### config.mk
export PLATFORM = sky130hd
export DESIGN_NAME = indexed_list_with_shift_top
export DESIGN_NICKNAME = d
export VERILOG_FILES = /design/src/design/ilws_pkg.sv /design/src/design/indexed_list_with_shift_top.sv
export SDC_FILE = /design/constraint.sdc
export NUM_CORES = 2
export LEC_CHECK = 0
export ABC_AREA = 1
export BUFFER_PORTS_ARGS = -buffer_cell sky130_fd_sc_hd__buf_2
export CORE_ASPECT_RATIO = 0.9
export CORE_MARGIN = 4
export CORE_UTILIZATION = 40
export CTS_BUF_LIST = sky130_fd_sc_hd__clkbuf_4 sky130_fd_sc_hd__clkbuf_8
export DETAILED_ROUTE_END_ITERATION = 12
export PLACE_DENSITY = 0.62
export SLEW_MARGIN = 15
export SYNTH_ARGS = -nofsm -noshare
export SYNTH_HDL_FRONTEND = slang
export SYNTH_SLANG_ARGS = --single-unit
### constraint.sdc
create_clock -name clk -period 9.2 [get_ports clk]
set_input_delay 0.46 -clock clk [delete_from_list [all_inputs] [get_ports clk]]
set_output_delay 0.46 -clock clk [all_outputs]
set_load 0.03 [all_outputs]
### src/design/ilws_pkg.sv
// ----------------------------------------------------------------------------
// ilws_pkg
// Shared widths, operation codes and status codes for the indexed list.
// ----------------------------------------------------------------------------
package ilws_pkg;

  localparam int DEPTH   = 64;
  localparam int CNT_W   = $clog2(DEPTH + 1);
  localparam int IDX_W   = $clog2(DEPTH);

  localparam int MODE_W  = 3;
  localparam int POS_W   = 6;
  localparam int DATA_W  = 32;
  localparam int FI_W    = 7;
  localparam int ST_W    = 2;
  localparam int COUNT_W = 7;
  localparam int CFG_W   = 7;

  localparam int APB_AW  = 3;
  localparam int APB_DW  = 32;

  localparam logic [CFG_W-1:0] INIT_CAP_RESET = CFG_W'(4);
  localparam logic             REG_INIT_CAP   = 1'b0;

  localparam logic [MODE_W-1:0] MODE_APPEND = 3'd0;
  localparam logic [MODE_W-1:0] MODE_INSERT = 3'd1;
  localparam logic [MODE_W-1:0] MODE_EDIT   = 3'd2;
  localparam logic [MODE_W-1:0] MODE_DELETE = 3'd3;
  localparam logic [MODE_W-1:0] MODE_GET    = 3'd4;
  localparam logic [MODE_W-1:0] MODE_FIND   = 3'd5;

  localparam logic [ST_W-1:0] ST_OK       = 2'd0;
  localparam logic [ST_W-1:0] ST_EMPTY    = 2'd1;
  localparam logic [ST_W-1:0] ST_BADINDEX = 2'd2;
  localparam logic [ST_W-1:0] ST_FULL     = 2'd3;

  localparam logic signed [FI_W-1:0] FI_NONE = '1;

  // Capacity value for a written register: zero acts as one, and anything
  // above the store depth acts as the depth.
  function automatic logic [CNT_W-1:0] clamp_cap(input logic [CFG_W-1:0] v);
    logic [CNT_W-1:0] r;
    if (v == '0) begin
      r = CNT_W'(1);
    end else if (int'(v) > DEPTH) begin
      r = CNT_W'(DEPTH);
    end else begin
      r = CNT_W'(v);
    end
    return r;
  endfunction

endpackage

### src/design/indexed_list_with_shift_top.sv
// ----------------------------------------------------------------------------
// indexed_list_with_shift_top
// Ordered list of signed words in a single-port-write, registered-read
// memory, with capacity tracking. One sequencer steps the memory port,
// the pointer adder and the word comparator through each operation.
// ----------------------------------------------------------------------------
//  Channel   Handshake              Payload
//  in        in_valid / in_ready    in_mode, in_position, in_value
//  out       out_valid / out_ready  out_read_value, out_found_index,
//                                   out_status, out_element_count,
//                                   out_current_capacity
//  cfg       psel/penable/pwrite    paddr, pwdata, prdata (pready tied high)
//  Each moved or compared element costs one memory read and one step of the
//  shared pointer/compare unit. in_ready is high only while idle.
//  Reset is synchronous: list empty, capacity from the reset register value.
//  A stalled result waits in the output register; the sequencer holds.
// ----------------------------------------------------------------------------
module indexed_list_with_shift_top
  import ilws_pkg::*;
(
  input  logic                      clk,
  input  logic                      rst_n,

  input  logic                      in_valid,
  output logic                      in_ready,
  input  logic [MODE_W-1:0]         in_mode,
  input  logic [POS_W-1:0]          in_position,
  input  logic signed [DATA_W-1:0]  in_value,

  output logic                      out_valid,
  input  logic                      out_ready,
  output logic signed [DATA_W-1:0]  out_read_value,
  output logic signed [FI_W-1:0]    out_found_index,
  output logic [ST_W-1:0]           out_status,
  output logic [COUNT_W-1:0]        out_element_count,
  output logic [COUNT_W-1:0]        out_current_capacity,

  input  logic                      psel,
  input  logic                      penable,
  input  logic                      pwrite,
  input  logic [APB_AW-1:0]         paddr,
  input  logic [APB_DW-1:0]         pwdata,
  output logic [APB_DW-1:0]         prdata,
  output logic                      pready
);

  typedef enum logic [3:0] {
    S_IDLE,
    S_INS_RD,
    S_INS_WR,
    S_DEL_RD,
    S_DEL_WR,
    S_SHRINK,
    S_GET_WAIT,
    S_FIND_RD,
    S_FIND_CMP,
    S_DONE
  } state_t;

  localparam int CAPD_W = CNT_W + 1;

  state_t                    state_r;
  logic [CNT_W-1:0]          ptr_r;
  logic [CNT_W-1:0]          pos_r;
  logic [DATA_W-1:0]         val_r;
  logic [CNT_W-1:0]          count_r;
  logic [CNT_W-1:0]          cap_r;
  logic [CFG_W-1:0]          init_cap_r;
  logic [DATA_W-1:0]         rd_r;
  logic signed [FI_W-1:0]    fi_r;
  logic [ST_W-1:0]           st_r;
  logic                      out_valid_r;
  logic [DATA_W-1:0]         out_rd_r;
  logic signed [FI_W-1:0]    out_fi_r;
  logic [ST_W-1:0]           out_st_r;
  logic [COUNT_W-1:0]        out_cnt_r;
  logic [COUNT_W-1:0]        out_cap_r;

  logic [DATA_W-1:0]         mem [DEPTH];
  logic [DATA_W-1:0]         rdata_r;
  logic                      mem_we;
  logic [IDX_W-1:0]          mem_waddr;
  logic [DATA_W-1:0]         mem_wdata;
  logic [IDX_W-1:0]          mem_raddr;

  logic [CNT_W-1:0]          in_pos;
  logic [CNT_W-1:0]          ptr_inc;
  logic [CNT_W-1:0]          ptr_dec;
  logic                      room_ok;
  logic [CAPD_W-1:0]         cap_dbl;
  logic [CNT_W-1:0]          cap_room;
  logic                      accept;
  logic                      cfg_wr;
  logic [CNT_W-1:0]          cfg_cap;

  state_t                    acc_next;
  logic [ST_W-1:0]           acc_st;
  logic [DATA_W-1:0]         acc_rd;

  assign in_pos   = CNT_W'(in_position);
  assign ptr_inc  = ptr_r + CNT_W'(1);
  assign ptr_dec  = ptr_r - CNT_W'(1);
  assign room_ok  = count_r < CNT_W'(DEPTH);
  assign cap_dbl  = {1'b0, cap_r} << 1;
  // Capacity after an append or insert makes room: doubles when full, capped at the depth.
  assign cap_room = (count_r < cap_r) ? cap_r :
                    (cap_dbl > CAPD_W'(DEPTH)) ? CNT_W'(DEPTH) : cap_dbl[CNT_W-1:0];

  assign accept   = in_valid && (state_r == S_IDLE);
  assign in_ready = (state_r == S_IDLE);

  assign cfg_wr   = psel && penable && pwrite && (paddr[2] == REG_INIT_CAP);
  assign cfg_cap  = clamp_cap(pwdata[CFG_W-1:0]);
  assign pready   = 1'b1;
  assign prdata   = (paddr[2] == REG_INIT_CAP) ? APB_DW'(init_cap_r) : '0;

  // Status, read word and next state for a beat offered while idle.
  always_comb begin
    acc_next = S_DONE;
    acc_st   = ST_OK;
    acc_rd   = '0;
    case (in_mode)
      MODE_APPEND: begin
        if (!room_ok) begin
          acc_st = ST_FULL;
        end
      end
      MODE_INSERT: begin
        if (in_pos > count_r) begin
          acc_st = ST_BADINDEX;
        end else if (!room_ok) begin
          acc_st = ST_FULL;
        end else begin
          acc_next = S_INS_RD;
        end
      end
      MODE_EDIT: begin
        if (in_pos >= count_r) begin
          acc_st = ST_BADINDEX;
        end
      end
      MODE_DELETE: begin
        if (count_r == '0) begin
          acc_st = ST_EMPTY;
        end else if (in_pos >= count_r) begin
          acc_st = ST_BADINDEX;
        end else begin
          acc_next = S_DEL_RD;
        end
      end
      MODE_GET: begin
        if (count_r == '0) begin
          acc_st = ST_EMPTY;
          acc_rd = '1;
        end else if (in_pos >= count_r) begin
          acc_st = ST_BADINDEX;
          acc_rd = '1;
        end else begin
          acc_next = S_GET_WAIT;
        end
      end
      MODE_FIND: begin
        if (count_r == '0) begin
          acc_st = ST_EMPTY;
        end else begin
          acc_next = S_FIND_RD;
        end
      end
      default: begin
      end
    endcase
  end

  // Memory port control.
  always_comb begin
    mem_we    = 1'b0;
    mem_waddr = count_r[IDX_W-1:0];
    mem_wdata = in_value;
    mem_raddr = in_position[IDX_W-1:0];
    unique case (state_r)
      S_IDLE: begin
        if (in_valid) begin
          if (in_mode == MODE_APPEND && room_ok) begin
            mem_we = 1'b1;
          end else if (in_mode == MODE_EDIT && in_pos < count_r) begin
            mem_we    = 1'b1;
            mem_waddr = in_position[IDX_W-1:0];
          end
        end
      end
      S_INS_RD: begin
        mem_raddr = ptr_dec[IDX_W-1:0];
        if (ptr_r <= pos_r) begin
          mem_we    = 1'b1;
          mem_waddr = pos_r[IDX_W-1:0];
          mem_wdata = val_r;
        end
      end
      S_INS_WR, S_DEL_WR: begin
        mem_we    = 1'b1;
        mem_waddr = ptr_r[IDX_W-1:0];
        mem_wdata = rdata_r;
      end
      S_DEL_RD:  mem_raddr = ptr_inc[IDX_W-1:0];
      S_FIND_RD: mem_raddr = ptr_r[IDX_W-1:0];
      S_SHRINK, S_GET_WAIT, S_FIND_CMP, S_DONE: begin
      end
      default: begin
      end
    endcase
  end

  always_ff @(posedge clk) begin
    if (mem_we) begin
      mem[mem_waddr] <= mem_wdata;
    end
    rdata_r <= mem[mem_raddr];
  end

  always_ff @(posedge clk) begin
    if (!rst_n) begin
      state_r     <= S_IDLE;
      count_r     <= '0;
      init_cap_r  <= INIT_CAP_RESET;
      cap_r       <= clamp_cap(INIT_CAP_RESET);
      out_valid_r <= 1'b0;
      ptr_r       <= '0;
      pos_r       <= '0;
      st_r        <= ST_OK;
      fi_r        <= FI_NONE;
    end else begin
      // A taken result empties the output register unless the next one
      // is loaded at the same edge.
      if (out_valid_r && out_ready && state_r != S_DONE) begin
        out_valid_r <= 1'b0;
      end

      unique case (state_r)
        S_IDLE: begin
          if (accept) begin
            pos_r   <= in_pos;
            val_r   <= in_value;
            rd_r    <= acc_rd;
            fi_r    <= FI_NONE;
            st_r    <= acc_st;
            state_r <= acc_next;
            if (acc_st == ST_OK) begin
              case (in_mode)
                MODE_APPEND: begin
                  cap_r   <= cap_room;
                  count_r <= count_r + CNT_W'(1);
                end
                MODE_INSERT: begin
                  cap_r <= cap_room;
                  ptr_r <= count_r;
                end
                MODE_DELETE: ptr_r <= in_pos;
                MODE_FIND:   ptr_r <= '0;
                default: begin
                end
              endcase
            end
          end
        end
        S_INS_RD: begin
          // Elements move up from the tail until the slot at pos_r is free.
          if (ptr_r > pos_r) begin
            state_r <= S_INS_WR;
          end else begin
            count_r <= count_r + CNT_W'(1);
            state_r <= S_DONE;
          end
        end
        S_INS_WR: begin
          ptr_r   <= ptr_dec;
          state_r <= S_INS_RD;
        end
        S_DEL_RD: begin
          if (ptr_inc < count_r) begin
            state_r <= S_DEL_WR;
          end else begin
            count_r <= count_r - CNT_W'(1);
            state_r <= S_SHRINK;
          end
        end
        S_DEL_WR: begin
          ptr_r   <= ptr_inc;
          state_r <= S_DEL_RD;
        end
        S_SHRINK: begin
          if (cap_r > CNT_W'(1) && (cap_r >> 1) >= count_r) begin
            cap_r <= cap_r >> 1;
          end else begin
            state_r <= S_DONE;
          end
        end
        S_GET_WAIT: begin
          rd_r    <= rdata_r;
          state_r <= S_DONE;
        end
        S_FIND_RD: begin
          state_r <= S_FIND_CMP;
        end
        S_FIND_CMP: begin
          if (rdata_r == val_r) begin
            fi_r    <= FI_W'(ptr_r);
            state_r <= S_DONE;
          end else if (ptr_inc >= count_r) begin
            state_r <= S_DONE;
          end else begin
            ptr_r   <= ptr_inc;
            state_r <= S_FIND_RD;
          end
        end
        S_DONE: begin
          if (!out_valid_r || out_ready) begin
            out_valid_r <= 1'b1;
            out_rd_r    <= rd_r;
            out_fi_r    <= fi_r;
            out_st_r    <= st_r;
            out_cnt_r   <= COUNT_W'(count_r);
            out_cap_r   <= COUNT_W'(cap_r);
            state_r     <= S_IDLE;
          end
        end
        default: state_r <= S_IDLE;
      endcase

      // Writes are to arrive only while idle, so they never race the sequencer; the block does not enforce it.
      if (cfg_wr) begin
        init_cap_r <= pwdata[CFG_W-1:0];
        cap_r      <= (cfg_cap < count_r) ? count_r : cfg_cap;
      end
    end
  end

  assign out_valid            = out_valid_r;
  assign out_read_value       = out_rd_r;
  assign out_found_index      = out_fi_r;
  assign out_status           = out_st_r;
  assign out_element_count    = out_cnt_r;
  assign out_current_capacity = out_cap_r;

endmodule

==> impl_metrics.csv <==
group,metric,value,unit
run_status,run_status,"finished, final reports clean",
logic_synthesis,netlist-cell-type-count,43,
logic_synthesis,mappedNetlistArea,97400,µm²
timing,finalSetupViolCount,0,
placement,port_buffers,119,
timing,rsz0062_at_grt,"no",
logic_synthesis,synth_top_family_by_area,"simple AND/OR/NAND/NOR gates",
timing,slew_headroom,0.167,
floorplanning,chipWidth,528,µm
timing,final.setup.tns,0,ns
floorplanning,dieArea,251000,µm²
final_layout,final_core_util,0.452,
timing,fmaxAchievable,165,MHz
worst_setup_path,critical_path_buf_inv_count,3,
routing,drtPass1Iterations,6,
final_layout,fin_nets,9163,
logic_synthesis,synth_top_area_frac,0.668,
worst_setup_path,critPathLaunchType,"register",
routing,route.detailed.wl_per_inst,22.6,µm
logic_synthesis,synth_area_leader_cell,"sky130_fd_sc_hd__edfxtp_1",
power_and_ir_drop,post-layout-total-power,35.8,mW
routing,routed_via_density,5.40,
worst_setup_path,critical_path.endpoint_type,"register",
timing,tightestPinTransition,1.25,ns
clock_network,post-cts-setup-buffers,0,
worst_hold_path,hold_class,"in -> reg",
floorplanning,fp.dieH,476,µm
clock_network,worst_setup_hold_path_clk_slew,0.06,ns
placement,place.detailed.instances,11800,
worst_setup_path,worstPathRequired,10.11,ns
clock_network,cts_buf_count,368,
floorplanning,standard_cell_row_count,171,
floorplanning,ios,173,
clock_network,ctsHtreeMaxLevel,5,
routing,drt_iter0_drc,7933,
clock_network,insertion_delay,1.07,ns
timing,report.final.hold_viol_count,0,
clock_network,post_cts_resized,0,
logic_synthesis,synthAdderAreaFrac,0.00586,
logic_synthesis,yosys.area_share.simple,0.226,
clock_network,clk_root_buffer_cell,"sky130_fd_sc_hd__clkbuf_8",
grt,grt_overflow_total,0,
logic_synthesis,synthTopCellsByCount,"2406 x sky130_fd_sc_hd__nand2_1, 2167 x sky130_fd_sc_hd__edfxtp_1, 1612 x sky130_fd_sc_hd__nand3_1, 832 x sky130_fd_sc_hd__inv_1, 509 x sky130_fd_sc_hd__nand3b_1",
logic_synthesis,synth_seq_area_share,0.685,
clock_network,cts_hold_repair.buffers,51,
timing,slew_violations,0,
timing,final_critical_path_share_of_the_clock_period,0.658,
placement,hpwl,148000,µm
logic_synthesis,synth_area_leaders,"sky130_fd_sc_hd__edfxtp_1 67%, sky130_fd_sc_hd__nand2_1 9.3%, sky130_fd_sc_hd__nand3_1 8.3%",
clock_network,clock-sinks,2247,
routing,route.antenna.remaining_nets,0,
logic_synthesis,synth_top_flop_cell,"sky130_fd_sc_hd__edfxtp_1",
logic_synthesis,yosys-mux-area-fraction,0,
timing,finClkSkew,0.100,ns
job,maxCapViolCount,0,
clock_network,cts_buffer_depth,4,
power_and_ir_drop,vdd.ir_drop.worst,0.399,mV
routing,finalWirelength,282000,µm
grt,track_usage,0.219,
floorplanning,initial_core_util,0.403,
worst_setup_path,worstPathCellList,"inv_2 -> nor2_2 -> nand2_2 -> nand3_4 -> nand3_4 -> clkinv_8 -> buf_4 -> nand2_1 -> nand2_1 -> nand2_1 -> nand3_1 -> nand3_1 -> nand3_1 -> nand3_1 -> nand2_1",
grt,grt_start_max_net_pins,205,
worst_setup_path,crit_path_max_fanout,115,
logic_synthesis,synth-warning-count,0,
power_and_ir_drop,power.density_cell_area,328,nW/µm²
clock_network,clock_tree_from_tritoncts,"built",
logic_synthesis,syn-mean-instance-area,11.0,µm²
power_and_ir_drop,static-leakage-power,41.8,nW
final_layout,instances_no_fill,12500,
grt,antenna_found_initial,13,
grt,grt_pass1_wl,414000,µm
worst_setup_path,critical_path.top_delay_family,"simple AND/OR/NAND/NOR gates",
routing,remaining_drcs,0,
floorplanning,core_region_area,242000,µm²
grt,first_global_vias,63100,
routing,routed-via-count,67500,
logic_synthesis,number_of_enable_type_register_cells_in_the_synthesized_netlist,2167,
worst_setup_path,slowest_stage,"sky130_fd_sc_hd__nand3_4",
final_layout,final_layout_size_suffix_gt1_frac,0.102,
placement,globalplace.congestion,0.908,
timing,finalCriticalPeriod,6.06,ns
logic_synthesis,synth.most_common_cell,"sky130_fd_sc_hd__nand2_1",
worst_setup_path,kind_of_critical_path,"reg -> reg",
logic_synthesis,async_reset_ff_frac,0,
logic_synthesis,yosys_register_bits,2247,
logic_synthesis,synth_compound_area_frac,0.0212,
worst_setup_path,worst-endpoint-arrival,6.96,ns
logic_synthesis,xor_xnor_fraction_of_synth_area,0.00270,
timing,hold_ws,0.130,ns
worst_setup_path,cp_slowest_stage_delay,0.82,ns
logic_synthesis,netlist_instances,8863,
final_layout,area.growth.synth_to_final,12.2,%
power by group:
part / internal (mW) / total, mW / switching [mW]
clock: 4.45 / 8.34 / 3.89
combinational: 2.96 / 13.2 / 10.3
sequential: 13.9 / 14.2 / 0.308
total: 21.3 / 35.8 / 14.5
layout make-up:
| class | count | area (µm²) |
|---|---|---|
| clock buffer | 498 | 6150 |
| clock inverter | 129 | 697 |
| timing repair buffer | 336 | 2570 |
| inverter | 848 | 3210 |
| multi-input combinational | 5234 | 25900 |
| sequential | 2247 | 66700 |
| antenna | 13 | 32.5 |
| tap | 3200 | 4000 |
| fill | 21900 | 133000 |
flip-flops by register name (all words and copies together), names as in the netlist:
signal                cells
rd_r                     32
out_valid                 1
init_cap_r                7
rdata_r                  32
fi_r                      7
state_r                   4
ptr_r                     7
out_element_count         7
count_r                   7
mem                    2048
out_read_value           32
out_found_index           7
val_r                    32
st_r                      2
out_current_capacity      7
out_status                2
pos_r                     6
cap_r                     7
routing by layer:
metal | wire length (µm) | global-route usage | vias up
met5 | 6 | 0 | -
met1 | 121000 | 0.311 | 33000
met3 | 27000 | 0.0427 | 557
met2 | 126000 | 0.337 | 3221
met4 | 8550 | 0.0732 | 2
li1 | - | - | 30700
metrics by stage:
stage	instance area (µm²)	worst slack, ns
after detailed placement	102000	3.32
final	109000	3.14
after floorplan	97500	3.96
after global placement	102000	3.39
after global routing	109000	2.88
after CTS	109000	3.32
layout by cell type, fill, tap and decap left out, types with 16 or more instances in the layout:
cell / n
sky130_fd_sc_hd__a21oi_1: 57
sky130_fd_sc_hd__buf_12: 16
sky130_fd_sc_hd__buf_2: 119
sky130_fd_sc_hd__buf_4: 149
sky130_fd_sc_hd__clkbuf_4: 112
sky130_fd_sc_hd__clkbuf_8: 386
sky130_fd_sc_hd__clkinv_1: 85
sky130_fd_sc_hd__clkinv_2: 39
sky130_fd_sc_hd__conb_1: 26
sky130_fd_sc_hd__dfxtp_1: 80
sky130_fd_sc_hd__dlygate4sd3_1: 51
sky130_fd_sc_hd__edfxtp_1: 2167
sky130_fd_sc_hd__ha_1: 44
sky130_fd_sc_hd__inv_1: 829
sky130_fd_sc_hd__nand2_1: 2405
sky130_fd_sc_hd__nand3_1: 1606
sky130_fd_sc_hd__nand3b_1: 509
sky130_fd_sc_hd__nand4_1: 17
sky130_fd_sc_hd__nor2_1: 128
sky130_fd_sc_hd__nor2_4: 65
sky130_fd_sc_hd__o211ai_1: 83
sky130_fd_sc_hd__o21ai_0: 169
sky130_fd_sc_hd__or2_0: 23
sky130_fd_sc_hd__xnor2_1: 21
logic make-up after synthesis:
logic type | after synthesis
fa+ha+maj | 45
compound gates | 350
simple gates | 4783
xor+xnor | 30
buf+inv | 1406
flops | 2247
other cells | 2
final timing paths:
path,from,end,slack (ns),cells after the start
worst max-delay path,state_r[2]$_SDFFE_PN0P_,rdata_r[15]$_DFF_P_,3.14,15
worst min-delay path,penable,cap_r[0]$_SDFFE_PN0P_,0.13,8
worst max register to register,state_r[2]$_SDFFE_PN0P_,rdata_r[15]$_DFF_P_,3.14,15
worst min register to register,rd_r[16]$_DFFE_PP_,out_read_value[16]$_DFFE_PP_,0.41,0
worst reg2reg max path, stage by stage, from the launching register on:
cell and delay, ns:
sky130_fd_sc_hd__dfxtp_1 0.44, sky130_fd_sc_hd__inv_2 0.07, sky130_fd_sc_hd__nor2_2 0.58, sky130_fd_sc_hd__nand2_2 0.21, sky130_fd_sc_hd__nand3_4 0.72, sky130_fd_sc_hd__nand3_4 0.82, sky130_fd_sc_hd__clkinv_8 0.82, sky130_fd_sc_hd__buf_4 0.90
sky130_fd_sc_hd__nand2_1 0.15, sky130_fd_sc_hd__nand2_1 0.09, sky130_fd_sc_hd__nand2_1 0.05, sky130_fd_sc_hd__nand3_1 0.14, sky130_fd_sc_hd__nand3_1 0.09, sky130_fd_sc_hd__nand3_1 0.32, sky130_fd_sc_hd__nand3_1 0.39, sky130_fd_sc_hd__nand2_1 0.17
Power figures use the tool's default switching activity.
